## src/rtl/encoder_counted_turn_sequencer_defines.svh

```systemverilog
// Assertion macros shared by the turn sequencer RTL.
// Each expects clk and rst_n in the including module's scope.
`ifndef ENCODER_COUNTED_TURN_SEQUENCER_DEFINES_SVH
`define ENCODER_COUNTED_TURN_SEQUENCER_DEFINES_SVH

// Same-cycle implication.
`define ECTS_ASSERT_IMP(lbl, ante, cons, msg) \
  lbl: assert property (@(posedge clk) disable iff (!rst_n) (ante) |-> (cons)) \
    else $error(msg);

// Next-cycle implication.
`define ECTS_ASSERT_NXT(lbl, ante, cons, msg) \
  lbl: assert property (@(posedge clk) disable iff (!rst_n) (ante) |=> (cons)) \
    else $error(msg);

`endif

```

## src/rtl/ects_pkg.sv

```systemverilog
// Shared widths, codes, reset values and structs for the turn sequencer.
// No dependencies.
package ects_pkg;

  localparam int AGE_W     = 8;
  localparam int COUNT_W   = 16;
  localparam int PAUSE_W   = 24;
  localparam int PATTERN_W = 4;
  localparam int DRIVE_W   = 2;
  localparam int CFG_IDX_W = 2;
  localparam int CFG_DATA_W = 24;

  localparam int SEQ_STEPS_DEF = 4;

  localparam logic [AGE_W-1:0]     AGE_MAX   = '1;
  localparam logic [COUNT_W-1:0]   COUNT_MAX = '1;

  localparam logic [AGE_W-1:0]     DEBOUNCE_RST = 8'd2;
  localparam logic [COUNT_W-1:0]   TARGET_RST   = 16'd21;
  localparam logic [PAUSE_W-1:0]   PAUSE_RST    = 24'd10000;
  localparam logic [PATTERN_W-1:0] PATTERN_RST  = 4'd6;

  localparam logic [CFG_IDX_W-1:0] CFG_DEBOUNCE = 2'd0;
  localparam logic [CFG_IDX_W-1:0] CFG_TARGET   = 2'd1;
  localparam logic [CFG_IDX_W-1:0] CFG_PAUSE    = 2'd2;
  localparam logic [CFG_IDX_W-1:0] CFG_PATTERN  = 2'd3;

  localparam logic [DRIVE_W-1:0] DRIVE_STOP = 2'd0;
  localparam logic [DRIVE_W-1:0] DRIVE_FWD  = 2'd1;
  localparam logic [DRIVE_W-1:0] DRIVE_REV  = 2'd2;

  typedef enum logic {
    PH_TURN,
    PH_PAUSE
  } phase_t;

  typedef struct packed {
    logic en;   // item transfer this cycle
    logic clr;  // next turn starts: count restarts from zero
    logic hit;  // encoder edge seen
  } wheel_ctl_t;

  typedef struct packed {
    logic               pulse;  // edge accepted as a pulse
    logic [COUNT_W-1:0] count;  // count after this tick
  } wheel_stat_t;

endpackage

```

## src/rtl/ects_wheel.sv

```systemverilog
// One wheel's debounce age and saturating pulse counter.
// Depends on ects_pkg.
module ects_wheel (
  input  logic                          clk,
  input  logic                          rst_n,
  input  ects_pkg::wheel_ctl_t          ctl,
  input  logic [ects_pkg::AGE_W-1:0]    debounce,
  output ects_pkg::wheel_stat_t         stat
);
  import ects_pkg::*;

  logic [AGE_W-1:0]   age_r, age_nxt;
  logic [COUNT_W-1:0] count_r, count_nxt, count_base;
  logic               pulse;

  always_comb begin
    count_base = ctl.clr ? '0 : count_r;
    pulse      = ctl.hit && (age_r >= debounce);
    count_nxt  = count_base;
    if (pulse && (count_base != COUNT_MAX)) begin
      count_nxt = count_base + COUNT_W'(1);
    end
    if (pulse) begin
      age_nxt = AGE_W'(1);
    end else if (age_r != AGE_MAX) begin
      age_nxt = age_r + AGE_W'(1);
    end else begin
      age_nxt = age_r;
    end
  end

  always_ff @(posedge clk) begin
    if (!rst_n) begin
      age_r   <= '0;
      count_r <= '0;
    end else if (ctl.en) begin
      age_r   <= age_nxt;
      count_r <= count_nxt;
    end
  end

  assign stat.pulse = pulse;
  assign stat.count = count_nxt;

endmodule

```

## src/rtl/encoder_counted_turn_sequencer.sv

```systemverilog
// Channel  | handshake            | payload
// in       | in_valid / in_ready  | in_left_edge, in_right_edge
// out      | out_valid / out_ready| drives, turning, turn_done, pulse counts
// cfg      | cfg_we               | cfg_index, cfg_wdata
// One tick per cycle while in_ready is high: the state update and result
// are computed in one pass from the state registers and land in the output
// register the same edge; in_ready stays high while it is empty or draining.
// Synchronous active-low reset; the first turn is running right after reset.
// Depends on ects_pkg, ects_wheel and the defines header.
`include "encoder_counted_turn_sequencer_defines.svh"

module encoder_counted_turn_sequencer #(
  parameter int SEQUENCE_STEPS = ects_pkg::SEQ_STEPS_DEF
) (
  input  logic                              clk,
  input  logic                              rst_n,
  input  logic                              in_valid,
  output logic                              in_ready,
  input  logic                              in_left_edge,
  input  logic                              in_right_edge,
  output logic                              out_valid,
  input  logic                              out_ready,
  output logic [ects_pkg::DRIVE_W-1:0]      out_left_drive,
  output logic [ects_pkg::DRIVE_W-1:0]      out_right_drive,
  output logic                              out_turning,
  output logic                              out_turn_done,
  output logic [ects_pkg::COUNT_W-1:0]      out_left_pulses,
  output logic [ects_pkg::COUNT_W-1:0]      out_right_pulses,
  input  logic                              cfg_we,
  input  logic [ects_pkg::CFG_IDX_W-1:0]    cfg_index,
  input  logic [ects_pkg::CFG_DATA_W-1:0]   cfg_wdata
);
  import ects_pkg::*;

  localparam int STEP_W = (SEQUENCE_STEPS > 1) ? $clog2(SEQUENCE_STEPS) : 1;

  // configuration
  logic [AGE_W-1:0]     debounce_r;
  logic [COUNT_W-1:0]   target_r;
  logic [PAUSE_W-1:0]   pause_ticks_r;
  logic [PATTERN_W-1:0] pattern_r;

  always_ff @(posedge clk) begin
    if (!rst_n) begin
      debounce_r    <= DEBOUNCE_RST;
      target_r      <= TARGET_RST;
      pause_ticks_r <= PAUSE_RST;
      pattern_r     <= PATTERN_RST;
    end else if (cfg_we) begin
      unique case (cfg_index)
        CFG_DEBOUNCE: debounce_r    <= cfg_wdata[AGE_W-1:0];
        CFG_TARGET:   target_r      <= cfg_wdata[COUNT_W-1:0];
        CFG_PAUSE:    pause_ticks_r <= cfg_wdata[PAUSE_W-1:0];
        CFG_PATTERN:  pattern_r     <= cfg_wdata[PATTERN_W-1:0];
        default: ;
      endcase
    end
  end

  // handshake
  logic in_fire;
  logic out_valid_r;

  assign in_ready = !out_valid_r || out_ready;
  assign in_fire  = in_valid && in_ready;

  // sequencer state
  phase_t             phase_r, phase_nxt;
  logic [PAUSE_W-1:0] pause_left_r, pause_left_nxt;
  logic [STEP_W-1:0]  step_r, step_nxt;

  logic        restart;
  logic        still_pausing;
  logic        reached;
  logic [COUNT_W:0] pulse_sum;
  logic [PATTERN_W-1:0] pat_sh;
  logic        right_turn;

  wheel_ctl_t  l_ctl, r_ctl;
  wheel_stat_t l_stat, r_stat;

  assign restart       = (phase_r == PH_PAUSE) && (pause_left_r == '0);
  assign still_pausing = (phase_r == PH_PAUSE) && !restart;

  assign l_ctl = '{en: in_fire, clr: restart, hit: in_left_edge};
  assign r_ctl = '{en: in_fire, clr: restart, hit: in_right_edge};

  ects_wheel u_left (
    .clk      (clk),
    .rst_n    (rst_n),
    .ctl      (l_ctl),
    .debounce (debounce_r),
    .stat     (l_stat)
  );

  ects_wheel u_right (
    .clk      (clk),
    .rst_n    (rst_n),
    .ctl      (r_ctl),
    .debounce (debounce_r),
    .stat     (r_stat)
  );

  assign pulse_sum  = {1'b0, l_stat.count} + {1'b0, r_stat.count};
  assign reached    = pulse_sum[COUNT_W:1] >= target_r;
  assign pat_sh     = pattern_r >> step_r;
  assign right_turn = pat_sh[0];

  // next state
  always_comb begin
    phase_nxt      = phase_r;
    pause_left_nxt = pause_left_r;
    step_nxt       = step_r;
    unique case (phase_r)
      PH_PAUSE: begin
        if (!restart) begin
          pause_left_nxt = pause_left_r - PAUSE_W'(1);
        end else begin
          phase_nxt = PH_TURN;
        end
      end
      PH_TURN: ;
      default: ;
    endcase
    if (!still_pausing && reached) begin
      phase_nxt      = PH_PAUSE;
      pause_left_nxt = pause_ticks_r;
      step_nxt       = (step_r == STEP_W'(SEQUENCE_STEPS - 1)) ? '0
                                                               : step_r + STEP_W'(1);
    end
  end

  // result
  logic [DRIVE_W-1:0] left_drive, right_drive;
  logic               turning, turn_done;

  always_comb begin
    left_drive  = DRIVE_STOP;
    right_drive = DRIVE_STOP;
    turning     = 1'b0;
    turn_done   = 1'b0;
    if (!still_pausing) begin
      if (reached) begin
        turn_done = 1'b1;
      end else begin
        turning     = 1'b1;
        left_drive  = right_turn ? DRIVE_FWD : DRIVE_REV;
        right_drive = right_turn ? DRIVE_REV : DRIVE_FWD;
      end
    end
  end

  always_ff @(posedge clk) begin
    if (!rst_n) begin
      phase_r      <= PH_TURN;
      pause_left_r <= '0;
      step_r       <= '0;
    end else if (in_fire) begin
      phase_r      <= phase_nxt;
      pause_left_r <= pause_left_nxt;
      step_r       <= step_nxt;
    end
  end

  // output register
  logic [DRIVE_W-1:0] left_drive_r, right_drive_r;
  logic               turning_r, turn_done_r;
  logic [COUNT_W-1:0] left_pulses_r, right_pulses_r;

  always_ff @(posedge clk) begin
    if (!rst_n) begin
      out_valid_r <= 1'b0;
    end else if (in_fire) begin
      out_valid_r <= 1'b1;
    end else if (out_ready) begin
      out_valid_r <= 1'b0;
    end
  end

  always_ff @(posedge clk) begin
    if (in_fire) begin
      left_drive_r   <= left_drive;
      right_drive_r  <= right_drive;
      turning_r      <= turning;
      turn_done_r    <= turn_done;
      left_pulses_r  <= l_stat.count;
      right_pulses_r <= r_stat.count;
    end
  end

  assign out_valid        = out_valid_r;
  assign out_left_drive   = left_drive_r;
  assign out_right_drive  = right_drive_r;
  assign out_turning      = turning_r;
  assign out_turn_done    = turn_done_r;
  assign out_left_pulses  = left_pulses_r;
  assign out_right_pulses = right_pulses_r;

  `ECTS_ASSERT_IMP(a_turn_excl, out_valid_r, !(turning_r && turn_done_r),
    "turning and turn_done both set")
  `ECTS_ASSERT_IMP(a_stop_drive, out_valid_r && !turning_r,
    (left_drive_r == DRIVE_STOP) && (right_drive_r == DRIVE_STOP),
    "motor driven while not turning")
  `ECTS_ASSERT_IMP(a_spin_drive, out_valid_r && turning_r,
    (left_drive_r != DRIVE_STOP) && (left_drive_r != right_drive_r),
    "turn drive is not a spin")
  `ECTS_ASSERT_NXT(a_done_pause, in_fire && turn_done, phase_r == PH_PAUSE,
    "completed turn did not enter pause")
  `ECTS_ASSERT_NXT(a_pause_dec, in_fire && still_pausing,
    pause_left_r == $past(pause_left_r) - PAUSE_W'(1),
    "pause counter did not step down")
  `ECTS_ASSERT_IMP(a_pulse_cnt, in_fire && (l_stat.pulse || r_stat.pulse),
    (pulse_sum != '0), "accepted pulse left counts at zero")

endmodule
```

## config.mk

```make
export PLATFORM = sky130hd
export DESIGN_NAME = encoder_counted_turn_sequencer
export DESIGN_NICKNAME = d
export VERILOG_FILES = /design/src/rtl/ects_pkg.sv /design/src/rtl/ects_wheel.sv /design/src/rtl/encoder_counted_turn_sequencer.sv
export VERILOG_INCLUDE_DIRS = /design/src /design/src/rtl
export SDC_FILE = /design/constraint.sdc
export NUM_CORES = 1
export LEC_CHECK = 0
export BUFFER_PORTS_ARGS = -buffer_cell sky130_fd_sc_hd__buf_2
export CAP_MARGIN = 20
export CELL_PAD_IN_SITES_DETAIL_PLACEMENT = 2
export CELL_PAD_IN_SITES_GLOBAL_PLACEMENT = 2
export CORE_ASPECT_RATIO = 0.9
export CORE_MARGIN = 2
export CORE_UTILIZATION = 34
export CTS_CLUSTER_SIZE = 28
export DETAILED_ROUTE_END_ITERATION = 7
export PLACE_DENSITY_LB_ADDON = 0.1
export SLEW_MARGIN = 20
export SYNTH_ARGS = -nofsm -noshare
export SYNTH_HDL_FRONTEND = slang
export SYNTH_HIERARCHICAL = 1
export SYNTH_SLANG_ARGS = --single-unit
```

## constraint.sdc

```tcl
create_clock -name clk -period 7.72 [get_ports clk]
set_clock_uncertainty 0.05 [all_clocks]
set_input_delay 1.93 -clock clk [delete_from_list [all_inputs] [get_ports clk]]
set_output_delay 1.93 -clock clk [all_outputs]
set_load 0.01 [all_outputs]
```

==> impl_metrics.yaml <==
layout:
  fill_cells: 3211
  seq_area_mm2: 0.00364
  layout_commonest_cell: "nand2_1"
  num_antenna_cells: 0
  drive_gt1_share_pct: 16.8
  syn_to_final_growth_pct: 15.0
  fin_nets: 1289
  final_cell_mix: "172 x nand2_1, 128 x dfxtp_1, 87 x a21oi_1"
  multi_input_area_mm2: 0.00578
clock_tree:
  cts_tree: "yes"
  cts.clk_slew.worst_paths_ps: 70
  cts_root_buf: "clkbuf_16"
  clock_path_buffers: 2
  cts_hold_buf: 0
  clock_latency_ps: 440
  htree_levels: 4
  cts_made_buffers: 17
  clock-sinks: 164
sta:
  setup_viol: 0
  hold_viol: 0
  worst_pin_slew_ps: 848
  drv_slew: 0
  fin_crit_sh_pct: 95.5
  fmax_mhz: 136
  whs_ps: 411
  fin_ws_ps: 347
  rsz0062_at_grt: "true"
  fin_crit_ps: 7370
  relSlewSlack_pct: 42.7
yosys:
  syn-num-nets: 1214
  ys.warnings.count: 6
  avgSynthCellArea_um2: 8.73
  netlist_instances: 1126
  netlist_area_mm2: 0.00983
worst_setup_path:
  critPathMaxFanout: 18
  cp_common_cell: "a21oi_1"
  slowest_stage: "or4_4"
  cp_data_required_time_ps: 8040
  critPathLaunchType: "register"
  crit_path_end_kind: "register"
  critPathBufInv: 3
  reg2reg_slack_ps: 350
  reg2reg_from: "pause_left_r[8]$_SDFFE_PN0P_"
  critPathTopFamily: "simple AND/OR/NAND/NOR gates"
  crit_type: "register to register"
  r2r_cells: 29
  cp_data_arrival_time_ps: 7700
  critical-path-max-stage-delay_ps: 610
  r2r_end: "pause_left_r[17]$_SDFFE_PN0P_"
worst_hold_path:
  hold_start: "target_r[9]$_SDFFE_PN0P_"
  worstHoldEndpoint: "target_r[9]$_SDFFE_PN0P_"
  holdPathStages: 2
  hold_class: "register to register"
detailed_routing:
  firstDrtPassIters: 5
  drtIter0Drc: 436
  highest_layer: "met4"
  dr_wl_met2_um: 16200
  wl_per_cell_um: 21.5
  route.detailed.drc: 0
  detail-route-antenna-nets: 0
  vias_per_cell: 5.56
  wirelength_um: 34000
  via_count: 8784
  met3_length_um: 885
  drt-met1-wl_um: 16500
placed_design:
  dp_slack_ps: 119
  dp_hpwl_um: 25200
  io_buffers: 72
  gp_congestion: 0.814
pwr:
  p_leak_nw: 4.43
  power_density_mw_per_mm2: 176
  vdd.ir_drop.worst_v: 0.000152
grt:
  antenna_found_initial: 0
  grt_max_degree: 53
  grt_pass1_wl_um: 53600
  grt_usage_pct: 22.9
  grt-ovfl-total: 0
  grt_pass1_vias: 9418
run:
  drv_cap: 0
floorplanning:
  coreArea_mm2: 0.0287
  die_y_um: 165
  die_w_um: 183
  ios: 73
  design.die.area_mm2: 0.0303
  rows: 59
  start_util_pct: 34.2
run_status:
  status: "finished, final reports clean"
[registers in the layout, summed over array words and instances, names as in the netlist, 2 cells and up]
signal	flops
debounce_r	8
step_r	2
pattern_r	4
pause_left_r	24
u_left/count_r	16
pause_ticks_r	24
u_right/age_r	8
out_right_pulses	16
u_left/age_r	8
out_left_pulses	16
u_right/count_r	16
target_r	16
[tightest hold or removal path, cell delays in order, from the launching register on]
cell	delay, ps
dfxtp_1	310
nand2_1	50
a21oi_1	50
[stage by stage]
| stage | instance area (um^2) | util [%] | std cells | power [mW] | setup TNS [ps] |
|---|---|---|---|---|---|
| 6_report | 11300 | 39.4 | 1580 | 1.99 | 0 |
| 5_1_grt | 11300 | 39.4 | 1580 | 2.07 | -48.0 |
| 4_1_cts | 11200 | 38.9 | 1571 | 2.01 | 0 |
| 3_5_place_dp | 10600 | 36.9 | 1539 | 1.12 | 0 |
| 3_3_place_gp | 10600 | 36.9 | 1539 | 1.11 | 0 |
| 2_1_floorplan | 9840 | - | 1126 | 1.04 | 0 |
[area by class of cell]
cell class / instances / share of cell area [%]
Clock buffer: 19 / 3.92
Clock inverter: 13 / 1.27
Inverter: 60 / 1.99
Multi-Input combinational cell: 856 / 51.1
Sequential cell: 164 / 32.2
Tap cell: 366 / 4.05
Timing Repair Buffer: 102 / 5.44
[worst max-delay path by stage]
stage / start / endpoint / depth (start not counted)
floorplan: pause_left_r[8]$_SDFFE_PN0P_ / pause_left_r[0]$_SDFFE_PN0P_ / 29
global placement: in_left_edge / pause_left_r[17]$_SDFFE_PN0P_ / 23
detailed placement: pause_left_r[8]$_SDFFE_PN0P_ / pause_left_r[11]$_SDFFE_PN0P_ / 30
CTS: pause_left_r[8]$_SDFFE_PN0P_ / pause_left_r[11]$_SDFFE_PN0P_ / 30
global route: pause_left_r[8]$_SDFFE_PN0P_ / pause_left_r[17]$_SDFFE_PN0P_ / 29
finish: pause_left_r[8]$_SDFFE_PN0P_ / pause_left_r[17]$_SDFFE_PN0P_ / 29
[layer usage]
metal,vias to the layer above,track usage (%)
met3,29,3.40
met1,4470,30.8
li1,4193,-
met5,-,0
met4,0,5.64
met2,92,38.9
[report_power, final]
| part | switching [mW] | internal, mW | total [mW] |
|---|---|---|---|
| clock network | 0.398 | 0.492 | 0.890 |
| logic | 0.122 | 0.0585 | 0.180 |
| registers | 0.0184 | 0.900 | 0.919 |
| total | 0.538 | 1.45 | 1.99 |
[timing repair]
item	4_1_cts	5_1_grt
buffers inserted	0	9
resized for setup	0	15
endpoints found under the setup margin	0	31
Power figures use the tool's default switching activity.
